## config.mk

```make
export PLATFORM = sky130hd
export DESIGN_NAME = rational_arith_unit_core
export DESIGN_NICKNAME = d
export VERILOG_FILES = /design/src/rau_pkg.sv /design/src/rational_arith_unit_core.sv
export VERILOG_INCLUDE_DIRS = /design/src /design/src/src
export SDC_FILE = /design/constraint.sdc
export NUM_CORES = 2
export LEC_CHECK = 0
export ABC_CLOCK_PERIOD_IN_PS = 10100
export BUFFER_PORTS_ARGS = -buffer_cell sky130_fd_sc_hd__buf_2
export CORE_AREA = 4 4 384 235
export DETAILED_ROUTE_END_ITERATION = 10
export DIE_AREA = 0 0 388 239
export GPL_TIMING_DRIVEN = 1
export PLACE_DENSITY = 0.73
export REMOVE_ABC_BUFFERS = 1
export SYNTH_ARGS = -nofsm -noshare
export SYNTH_HDL_FRONTEND = slang
export SYNTH_SLANG_ARGS = --single-unit
```

## constraint.sdc

```tcl
create_clock -name clock -period 10.1 [get_ports clock]
set_input_delay 1.01 -clock clock [delete_from_list [all_inputs] [get_ports clock]]
set_output_delay 1.01 -clock clock [all_outputs]
set_load 0.005 [all_outputs]
```

## src/rational_arith_unit_core_macros.svh

```systemverilog
// Assertion macros for the rational arithmetic unit.
// Used by rational_arith_unit_core; empty when SYNTH is defined.
`ifndef RATIONAL_ARITH_UNIT_CORE_MACROS_SVH
`define RATIONAL_ARITH_UNIT_CORE_MACROS_SVH
`ifndef SYNTH
`define RAU_ASSERT(label, clk, rst, prop, msg) \
   label: assert property (@(posedge clk) disable iff (rst) prop) else $error(msg);
`define RAU_ASSERT_NR(label, clk, prop, msg) \
   label: assert property (@(posedge clk) prop) else $error(msg);
`else
`define RAU_ASSERT(label, clk, rst, prop, msg)
`define RAU_ASSERT_NR(label, clk, prop, msg)
`endif
`endif

```

## src/rau_pkg.sv

```systemverilog
// Package for the rational arithmetic unit: command codes, word types, states.
// No dependencies.
`default_nettype none
package rau_pkg;
   localparam int OW = 16;
   localparam int NW = 33;
   localparam int DW = 31;
   localparam int MW = 2 * OW + 1;

   localparam logic [1:0] CMD_ADD = 2'd0;
   localparam logic [1:0] CMD_SUB = 2'd1;
   localparam logic [1:0] CMD_MUL = 2'd2;
   localparam logic [1:0] CMD_DIV = 2'd3;

   typedef struct packed {
      logic [1:0] cmd;
      logic signed [OW-1:0] a_num;
      logic signed [OW-1:0] a_den;
      logic signed [OW-1:0] b_num;
      logic signed [OW-1:0] b_den;
   } req_word_type;

   typedef struct packed {
      logic signed [NW-1:0] res_num;
      logic [DW-1:0] res_den;
      logic zero_den_err;
   } rsp_word_type;

   typedef enum logic [2:0] {
      ST_IDLE, ST_MUL1, ST_MUL2, ST_COMB, ST_GCD, ST_DIVN, ST_DIVD, ST_OUT
   } state_type;
endpackage
`default_nettype wire

```

## src/rational_arith_unit_core.sv

```systemverilog
// Rational arithmetic unit top level: cross products, gcd and reduction.
// Depends on rau_pkg and rational_arith_unit_core_macros.svh.
//
// Usage: a request word (cmd, two fractions) enters on req_valid when
// req_stall is low; one response word leaves on rsp_valid and is taken when
// rsp_stall is low. One word is in work at a time; req_stall stays high from
// acceptance until the response has been taken.
// Sequence: two multiply states, a combine state that also forms the denominator
// product, then a binary gcd on 32-bit magnitudes (one subtract-and-shift step
// per cycle), then two restoring divisions of 33 steps each through one shared
// subtractor, then the out state raises rsp_valid. The gcd loop and the single
// shared subtractor set how long a word takes. Zero denominators or division by
// a zero fraction return 0/0 with the error flag; the word goes straight from
// acceptance to the out state, which raises rsp_valid.
// Reset clears the sequencer and the output valid; no word is lost or
// invented. While the receiver stalls the response holds and no new request
// is taken.
`default_nettype none
`include "rational_arith_unit_core_macros.svh"
module rational_arith_unit_core
   import rau_pkg::*;
(
   input  wire logic         clock,
   input  wire logic         reset,
   input  wire logic         req_valid,
   output logic              req_stall,
   input  wire req_word_type req_data,
   output logic              rsp_valid,
   input  wire logic         rsp_stall,
   output rsp_word_type      rsp_data
);
   localparam int OPERAND_WIDTH = OW;
   localparam int PW = 2 * OPERAND_WIDTH + 1;
   localparam int CW = $clog2(PW + 2);

   state_type state_ff, state_in;
   logic sn_an_ff, sn_ad_ff, sn_bn_ff, sn_bd_ff;
   logic sn_an_in, sn_ad_in, sn_bn_in, sn_bd_in;
   logic [1:0] cmd_ff, cmd_in;
   logic [PW-1:0] p1_ff, p1_in, p2_ff, p2_in, dm_ff, dm_in;
   logic s1_ff, s1_in, s2_ff, s2_in, neg_ff, neg_in;
   logic [PW-1:0] x_ff, x_in, y_ff, y_in;
   logic [CW-1:0] k_ff, k_in, cnt_ff, cnt_in;
   logic [PW-1:0] nm_ff, nm_in, q_ff, q_in, r_ff, r_in, g_ff, g_in;
   logic [PW-1:0] nres_ff, nres_in;
   rsp_word_type out_ff, out_in;
   logic ov_ff, ov_in;

   logic [PW-1:0] prod, diff;
   logic borrow, bad;

   function automatic logic [OPERAND_WIDTH:0] mag_of(input logic [OPERAND_WIDTH-1:0] v);
      logic [OPERAND_WIDTH:0] e;
      e = {v[OPERAND_WIDTH-1], v};
      return e[OPERAND_WIDTH] ? (~e + (OPERAND_WIDTH + 1)'(1)) : e;
   endfunction

   // operand magnitudes fit OPERAND_WIDTH bits except the most negative value
   logic [OPERAND_WIDTH:0] m_an, m_ad, m_bn, m_bd;
   always_comb begin
      m_an = mag_of(req_data.a_num[OPERAND_WIDTH-1:0]);
      m_ad = mag_of(req_data.a_den[OPERAND_WIDTH-1:0]);
      m_bn = mag_of(req_data.b_num[OPERAND_WIDTH-1:0]);
      m_bd = mag_of(req_data.b_den[OPERAND_WIDTH-1:0]);
   end

   logic [OPERAND_WIDTH:0] xa_ff, xb_ff, xc_ff, xd_ff;
   logic [OPERAND_WIDTH:0] xa_in, xb_in, xc_in, xd_in;
   logic [OPERAND_WIDTH:0] opa, opb;
   logic [2*OPERAND_WIDTH+1:0] mp;

   // shared multiplier
   always_comb begin
      opa = xa_ff;
      opb = (cmd_ff == CMD_MUL) ? xc_ff : xd_ff;
      case (state_ff)
         ST_MUL1: begin
            opa = xa_ff;
            opb = (cmd_ff == CMD_MUL) ? xc_ff : xd_ff;
         end
         ST_MUL2: begin
            opa = (cmd_ff == CMD_DIV) ? xb_ff : xc_ff;
            opb = (cmd_ff == CMD_DIV) ? xc_ff : xb_ff;
         end
         ST_COMB: begin
            opa = xb_ff;
            opb = (cmd_ff == CMD_DIV) ? xc_ff : xd_ff;
         end
         default: begin
            opa = xa_ff;
            opb = xd_ff;
         end
      endcase
      mp = opa * opb;
      prod = mp[PW-1:0];
   end

   // shared subtractor
   logic [PW-1:0] sub_a, sub_b;
   always_comb begin
      case (state_ff)
         ST_GCD: begin
            sub_a = (x_ff >= y_ff) ? x_ff : y_ff;
            sub_b = (x_ff >= y_ff) ? y_ff : x_ff;
         end
         ST_DIVN, ST_DIVD: begin
            sub_a = {r_ff[PW-2:0], q_ff[PW-1]};
            sub_b = g_ff;
         end
         default: begin
            sub_a = p1_ff;
            sub_b = p2_ff;
         end
      endcase
      {borrow, diff} = {1'b0, sub_a} - {1'b0, sub_b};
   end

   always_comb begin
      bad = (m_ad == '0) || (m_bd == '0) || ((req_data.cmd == CMD_DIV) && (m_bn == '0));
   end

   always_comb begin
      state_in = state_ff;
      case (state_ff)
         ST_IDLE: if (req_valid) state_in = bad ? ST_OUT : ST_MUL1;
         ST_MUL1: state_in = ST_MUL2;
         ST_MUL2: state_in = ST_COMB;
         ST_COMB: state_in = ST_GCD;
         ST_GCD:  if (x_ff == '0 || y_ff == '0) state_in = ST_DIVN;
         ST_DIVN: if (cnt_ff == CW'(PW - 1)) state_in = ST_DIVD;
         ST_DIVD: if (cnt_ff == CW'(PW - 1)) state_in = ST_OUT;
         ST_OUT:  if (!ov_ff || !rsp_stall) state_in = ov_ff ? ST_IDLE : ST_OUT;
         default: state_in = ST_IDLE;
      endcase
   end

   always_comb begin
      sn_an_in = sn_an_ff; sn_ad_in = sn_ad_ff; sn_bn_in = sn_bn_ff; sn_bd_in = sn_bd_ff;
      xa_in = xa_ff; xb_in = xb_ff; xc_in = xc_ff; xd_in = xd_ff;
      cmd_in = cmd_ff; p1_in = p1_ff; p2_in = p2_ff; s1_in = s1_ff; s2_in = s2_ff;
      dm_in = dm_ff; neg_in = neg_ff; x_in = x_ff; y_in = y_ff; k_in = k_ff;
      cnt_in = cnt_ff; nm_in = nm_ff; q_in = q_ff; r_in = r_ff; g_in = g_ff;
      nres_in = nres_ff; out_in = out_ff; ov_in = ov_ff;
      case (state_ff)
         ST_IDLE: if (req_valid) begin
            cmd_in = req_data.cmd;
            xa_in = m_an; xb_in = m_ad; xc_in = m_bn; xd_in = m_bd;
            sn_an_in = req_data.a_num[OPERAND_WIDTH-1];
            sn_ad_in = req_data.a_den[OPERAND_WIDTH-1];
            sn_bn_in = req_data.b_num[OPERAND_WIDTH-1];
            sn_bd_in = req_data.b_den[OPERAND_WIDTH-1];
            if (bad) begin
               out_in.res_num = '0; out_in.res_den = '0; out_in.zero_den_err = 1'b1;
            end
         end
         ST_MUL1: begin
            p1_in = prod;
            s1_in = (prod != '0) && (cmd_ff == CMD_MUL ? (sn_an_ff ^ sn_bn_ff)
                                                      : (sn_an_ff ^ sn_bd_ff));
         end
         ST_MUL2: begin
            p2_in = prod;
            if (cmd_ff == CMD_ADD || cmd_ff == CMD_SUB)
               s2_in = (prod != '0) && (sn_bn_ff ^ sn_ad_ff ^ (cmd_ff == CMD_SUB));
            else
               s2_in = (cmd_ff == CMD_MUL) ? (sn_ad_ff ^ sn_bd_ff) : (sn_ad_ff ^ sn_bn_ff);
         end
         ST_COMB: begin
            if (cmd_ff == CMD_MUL || cmd_ff == CMD_DIV) begin
               nm_in = p1_ff;
               neg_in = s1_ff ^ s2_ff;
            end else if (s1_ff == s2_ff) begin
               nm_in = p1_ff + p2_ff;
               neg_in = s1_ff ^ (sn_ad_ff ^ sn_bd_ff);
            end else if (!borrow) begin
               nm_in = diff;
               neg_in = s1_ff ^ (sn_ad_ff ^ sn_bd_ff);
            end else begin
               nm_in = p2_ff - p1_ff;
               neg_in = s2_ff ^ (sn_ad_ff ^ sn_bd_ff);
            end
            x_in = (cmd_ff == CMD_ADD || cmd_ff == CMD_SUB) ?
                   ((s1_ff == s2_ff) ? p1_ff + p2_ff : (!borrow ? diff : p2_ff - p1_ff))
                   : p1_ff;
            dm_in = prod;
            y_in = prod;
            k_in = '0;
         end
         ST_GCD: begin
            if (x_ff == '0 || y_ff == '0) begin
               g_in = (x_ff | y_ff) << k_ff;
               if (nm_ff == '0) g_in = dm_ff;
               q_in = nm_ff; r_in = '0; cnt_in = '0;
            end else if (!x_ff[0] && !y_ff[0]) begin
               x_in = x_ff >> 1; y_in = y_ff >> 1; k_in = k_ff + CW'(1);
            end else if (!x_ff[0]) begin
               x_in = x_ff >> 1;
            end else if (!y_ff[0]) begin
               y_in = y_ff >> 1;
            end else if (x_ff >= y_ff) begin
               x_in = diff >> 1;
            end else begin
               y_in = diff >> 1;
            end
         end
         ST_DIVN, ST_DIVD: begin
            if (!borrow) begin
               r_in = diff; q_in = {q_ff[PW-2:0], 1'b1};
            end else begin
               r_in = sub_a; q_in = {q_ff[PW-2:0], 1'b0};
            end
            cnt_in = cnt_ff + CW'(1);
            if (cnt_ff == CW'(PW - 1)) begin
               cnt_in = '0;
               if (state_ff == ST_DIVN) begin
                  nres_in = (!borrow) ? {q_ff[PW-2:0], 1'b1} : {q_ff[PW-2:0], 1'b0};
                  q_in = dm_ff; r_in = '0;
               end else begin
                  out_in.res_num = NW'(neg_ff ? (~nres_ff + PW'(1)) : nres_ff);
                  if (nm_ff == '0) out_in.res_num = '0;
                  out_in.res_den = DW'((!borrow) ? {q_ff[PW-2:0], 1'b1}
                                                 : {q_ff[PW-2:0], 1'b0});
                  out_in.zero_den_err = 1'b0;
               end
            end
         end
         ST_OUT: begin
            if (!ov_ff) ov_in = 1'b1;
            else if (!rsp_stall) ov_in = 1'b0;
         end
         default: ;
      endcase
   end

   always_ff @(posedge clock) begin
      if (reset) begin
         state_ff <= ST_IDLE;
         ov_ff <= 1'b0;
      end else begin
         state_ff <= state_in;
         ov_ff <= ov_in;
      end
      sn_an_ff <= sn_an_in; sn_ad_ff <= sn_ad_in; sn_bn_ff <= sn_bn_in; sn_bd_ff <= sn_bd_in;
      xa_ff <= xa_in; xb_ff <= xb_in; xc_ff <= xc_in; xd_ff <= xd_in;
      cmd_ff <= cmd_in; p1_ff <= p1_in; p2_ff <= p2_in; s1_ff <= s1_in; s2_ff <= s2_in;
      dm_ff <= dm_in; neg_ff <= neg_in; x_ff <= x_in; y_ff <= y_in; k_ff <= k_in;
      cnt_ff <= cnt_in; nm_ff <= nm_in; q_ff <= q_in; r_ff <= r_in; g_ff <= g_in;
      nres_ff <= nres_in; out_ff <= out_in;
   end

   assign req_stall = (state_ff != ST_IDLE);
   assign rsp_valid = ov_ff;
   assign rsp_data = out_ff;

   `RAU_ASSERT(a_busy_no_rsp, clock, reset, (state_ff != ST_OUT) |-> !rsp_valid, "rsp outside out state")
   `RAU_ASSERT(a_hold, clock, reset, (rsp_valid && rsp_stall) |=> rsp_valid, "rsp dropped while stalled")
   `RAU_ASSERT(a_stall, clock, reset, rsp_valid |-> req_stall, "request taken with rsp pending")
   `RAU_ASSERT(a_err, clock, reset, (rsp_valid && rsp_data.zero_den_err) |-> (rsp_data.res_den == '0), "err with nonzero den")
endmodule
`default_nettype wire

```

# Word-level counts from Yosys, hierarchy flattened
# Cells that the tools add are included.
# Widths: inputs -> output; s select.
# totals
register_bits	487
input_bits	70
output_inout_bits	67
word_cells	195
# classes
n_addsub	10
mul	1
order_cmp	1
n_eq_ne	27
n_shift	1
n_mux	70
bitwise	14
n_reduce_logical	39
# op_table
cell	count
$mux 33	22
$pmux 33 s2	5
$mux 65	4
$pmux 65 s2	1
$mux 32	4
$mux 17	7
$logic_not 33->1	3
$add 17x1->17 const B	4
$not 17->17	4
$pmux 32 s2	1
$logic_not 17->1	3
$pmux 17 s3	1
$pmux 17 s2	1
$sub 33x33->34	1
$add 33x1->33 const B	1
$add 33x33->33	1
$ge 33x33->1	1
$mul 17x17->33	1
$not 33->33	1
$or 33x33->33	1
$reduce_bool 33->1	1
$shl 33x6->33	1
$sub 33x33->33	1
$mux 6	4
other kinds (29)	89

# Logic depth before layout (Yosys ltp)
# depth
depth_word	10
depth_mapped	33
depth_no_buf	29

# Worst setup path before layout
# OpenSTA, ideal clock, no wires.
# synth_timing
path_type	register to register
from	register state_ff[1]
to	register s2_ff (data pin)
setup_ns	0.274
arrival_time_ns	10.407
required_time_ns	9.826
slack_ns	-0.581
stages_incl_launch_ff	32
path_buffers	4
period_less_slack_ns	10.681
path_cell_list	dfxtp_1 buf_2 nand2_1 nor2_1 a31oi_1 clkbuf_1 o22a_1 o21ai_0 clkbuf_1 nor2_1 fa_1 inv_1 fa_1 inv_1 fa_1 fa_1 fa_1 inv_1 fa_1 inv_1 ha_1 clkbuf_1 nand4_1 or2_0 a211oi_1 nor3_1 o21ai_1 xor2_1 nor4_1 nand4_1 nor4b_2 a31oi_1
# synth_via
elab_chain_cells	6
word_cells_on_any_way	9
# synth_lines
element	line	source
from (decl)	rational_arith_unit_core.sv:36	state_type state_ff, state_in;
from (signal assigned)	rational_arith_unit_core.sv:240	state_ff <= state_in;
$eq 3x2->1 / $eq 3x1->1 (equally long branches)	rational_arith_unit_core.sv:76	case (state_ff)
$pmux 17 s3 / $pmux 17 s2 (equally long branches)	rational_arith_unit_core.sv:76	
$mul 17x17->33 *	rational_arith_unit_core.sv:94	mp = opa * opb;
via mp[24]	rational_arith_unit_core.sv:70	logic [2*OPERAND_WIDTH+1:0] mp;
$reduce_bool 33->1 *	rational_arith_unit_core.sv:164	s2_in = (prod != '0) && (sn_bn_ff ^ sn_ad_ff ^ (cmd_ff == CMD_SUB));
$logic_and 1x1->1 *	rational_arith_unit_core.sv:164	
$mux 1 *	rational_arith_unit_core.sv:163	if (cmd_ff == CMD_ADD || cmd_ff == CMD_SUB)
to (signal assigned)	rational_arith_unit_core.sv:245	cmd_ff <= cmd_in; p1_ff <= p1_in; p2_ff <= p2_in; s1_ff <= s1_in; s2_ff <= s2_in;
to (decl)	rational_arith_unit_core.sv:41	logic s1_ff, s1_in, s2_ff, s2_in, neg_ff, neg_in;
# Mark *: on every way through the listed nets, which the timed path passes. The rest lies on a longest branch.
# A chain may end at the register's enable or synchronous reset.

# Worst setup path after layout
# layout_timing
from	register cmd_ff[0]
to	register s2_ff (data pin)
# layout_via
elab_chain_cells	7
word_cells_on_any_way	17
# layout_lines
element	line	source
from (decl)	rational_arith_unit_core.sv:39	logic [1:0] cmd_ff, cmd_in;
from (signal assigned)	rational_arith_unit_core.sv:245	
$eq 2x2->1 (on tied branches)	n/a	
$mux 17 (on tied branches)	n/a	
$pmux 17 s3 / $pmux 17 s2 (equally long branches)	rational_arith_unit_core.sv:76	
$mul 17x17->33 *	rational_arith_unit_core.sv:94	
via mp[23]	rational_arith_unit_core.sv:70	
$reduce_bool 33->1 *	rational_arith_unit_core.sv:164	
$logic_and 1x1->1 *	rational_arith_unit_core.sv:164	
$mux 1 *	rational_arith_unit_core.sv:163	
# Marks and branches as above.

==> impl_metrics.toml <==
[worst_setup_path]
slowest_stage = "o21ai_1"
cp-end-kind = "flip-flop"
crit_arrival_ns = 10.14
crit_path_frequent_cell = "fa_1"
r2r-start = "cmd_ff[0]$_DFFE_PP_"
critical_path.max_stage_delay_ns = 0.69
worstSetupPathType = "flip-flop to flip-flop"
crit_path_start = "cmd_ff[0]$_DFFE_PP_"
cp.required_ns = 10.49
startpoint_type = "flip-flop"
r2r_cells = 27
rr_endpoint = "s2_ff$_DFFE_PP_"
ff2ff_setup_slack_ns = 0.35
path_max_fanout = 14

[finish]
final_core_util_pct = 53.9
syn_to_final_growth_pct = 8.72
nNetsFinal = 5379
fillers = 7888
fin_cells = 6009
drive_gt1_share_pct = 8.61

[synthesis]
synth_edf_count = 483
synth_async_sr_flop_share_pct = 0
netlist.area_leader.share_pct = 33.7
syn_area_um2 = 43000
synth_top_cell_by_area = "edfxtp_1"
syn_inst = 4785
ys.flop_type = "edfxtp_1"
yosysSeqAreaShare_pct = 33.9
ys_types = 93
synth_area_leaders = "edfxtp_1 34%, fa_1 11%, ha_1 8.0%, nand2_1 5.6%, nor2_1 4.1%"
yosysMostFrequentCell = "nand2_1"
yosysWarnings = 0
ys_seq_elements = 487
postSynthAreaPerCell_um2 = 8.99
synth_commonest_cells = "643 x nand2_1, 483 x edfxtp_1, 474 x nor2_1"

[clock_network]
cts_hold_buf = 0
htree_levels = 2
postCtsResizedCells = 0
clk-insertion-delay-late_ns = 0.67
numClockSinks = 487
cts_buffers = 50
clk_pin_slew_worst_paths_ns = 0.07
cts_buffer_depth = 3
clock_tree.root_cell = "clkbuf_16"
cts_tree = "yes"
cts_setup_buffers = 0

[routing]
drt-total-wl_um = 163000
ant_nets = 0
drtIter0Drc = 6327
drt_first_pass_iters = 8
vias = 39100
wl_per_cell_um = 27.1
vias_per_cell = 6.51
drc = 0

[timing]
fin_crit_sh_pct = 96.6
drv_slew = 0
hold_viol = 0
max_freq_mhz = 103
tightest_slew_ns = 1.44
setup_violations = 0
worst_slew_margin_rel_pct = 4.29
rsz0062_at_grt = "false"
finalCriticalPeriod_ns = 9.75
finalClockSkew_ns = 0.0624
finalSetupTns_ns = 0

[die]
dieWidth_um = 388
ios = 137
coreArea_um2 = 86700
die_h_um = 239
fp.dieArea_um2 = 92700
rows = 84
initial_utilization_pct = 49.6

[flow_run]
cap_violations = 0

[place]
placed_cells = 5916
place.gp.congestion = 1.08
dp_hpwl_um = 128000
portBuffers = 136

[hold_path]
hp-start = "q_ff[2]$_DFFE_PP_"
holdPathEnd = "nres_ff[3]$_DFFE_PP_"
whs_path_depth = 0
hp-class = "flip-flop to flip-flop"

[global_route]
grt_antenna_before_repair = 3
grtUsageTotal_pct = 34.2
gr-total-overflow = 0
grt_pass1_wl_um = 238000
grt_max_degree = 120
grt_pass1_vias = 35900

[run_status]
outcome = "finished, final reports clean"
[critical path: cells and delay by family (launching register included)]
family | cells | cell delay (ns)
and+or+nand+nor | 8 | 2.97
AOI/OAI and AO/OA | 5 | 1.63
xor gates and xnor gates | 1 | 0.37
buffers and inverters | 6 | 0.54
adders and majority gates | 7 | 3.45
DFF | 1 | 0.51
[stage by stage]
stage	worst slack, ns	instance area, µm²	hold slack (ns)
6_report	0.346	46800	0.478
5_1_grt	0.106	46700	0.493
4_1_cts	0.600	46700	0.480
3_5_place_dp	0.640	45100	0.462
3_3_place_gp	0.690	45100	0.448
2_1_floorplan	-4.85	41900	0.426
[metal layers]
layer	GRT usage [%]	vias to the layer above	share of wire (%)
li1	-	17000	-
met1	53.2	18900	44
met2	41.6	2916	35
met3	16.2	273	18
met4	8.23	6	2.6
met5	0.354	-	0.044
[final cells by class]
class,instances,area [µm²],share of cell area [%]
Timing Repair Buffer,247,1550,3.32
Inverter,458,1720,3.68
Clock buffer,56,1270,2.72
Tap cell,1161,1450,3.11
Clock inverter,33,338,0.723
Multi-Input combinational cell,3563,25800,55.2
Sequential cell,487,14600,31.2
Antenna cell,4,10.0,0.0214
[layout by cell type, fill, tap and decap left out, types with 30 or more instances in the layout]
cell type	netlist	final
o21a_1	43	43
or3_1	31	31
a22o_1	88	88
nor4_1	49	49
a22oi_1	47	47
o21ai_0	154	153
buf_4	0	108
inv_1	451	449
nand2b_1	31	30
o31ai_1	35	35
o21bai_1	33	33
o22ai_1	41	41
fa_1	226	226
a21o_1	53	53
o21ai_1	110	111
and3_1	46	46
nor3_1	74	72
and2_1	34	32
nand2_1	643	642
buf_2	1	136
clkbuf_16	0	50
a211oi_1	42	39
a21oi_1	293	290
mux2i_1	77	77
xnor2_1	98	97
ha_1	276	276
edfxtp_1	483	483
nor2_1	474	466
a221oi_1	32	32
xor2_1	63	61
a31oi_1	81	81
nand3_1	56	56
[how the worst max path moves through the flow]
stage                                    to  slack [ns]  cells after the start
after detailed placement    s2_ff$_DFFE_PP_        0.64                     29
after global routing        s2_ff$_DFFE_PP_        0.11                     27
after floorplan           x_ff[1]$_DFFE_PP_       -4.85                     23
after CTS                   s2_ff$_DFFE_PP_        0.60                     29
final                       s2_ff$_DFFE_PP_        0.35                     27
after global placement      s2_ff$_DFFE_PP_        0.69                     27
[state kept, by name, indices dropped and copies added, names as in the netlist, 32 cells and up]
name and flops:
x_ff 33, nm_ff 33, q_ff 33, dm_ff 33, p1_ff 33, p2_ff 33, rsp_data 65, r_ff 32
nres_ff 33, y_ff 33, g_ff 33
[logic make-up after synthesis]
family	Yosys count	share of synthesized area [%]
buffers and inverters	738	6.48
AOI/OAI and AO/OA	1232	18.9
adders and majority gates	502	18.6
xor gates and xnor gates	161	3.28
and+or+nand+nor	1560	16.0
other	1	0.00872
DFF	487	33.9
muxes	104	2.81
Power is not shown: default switching activity piles up to over one toggle a cycle in this logic, so the estimate is an artifact.
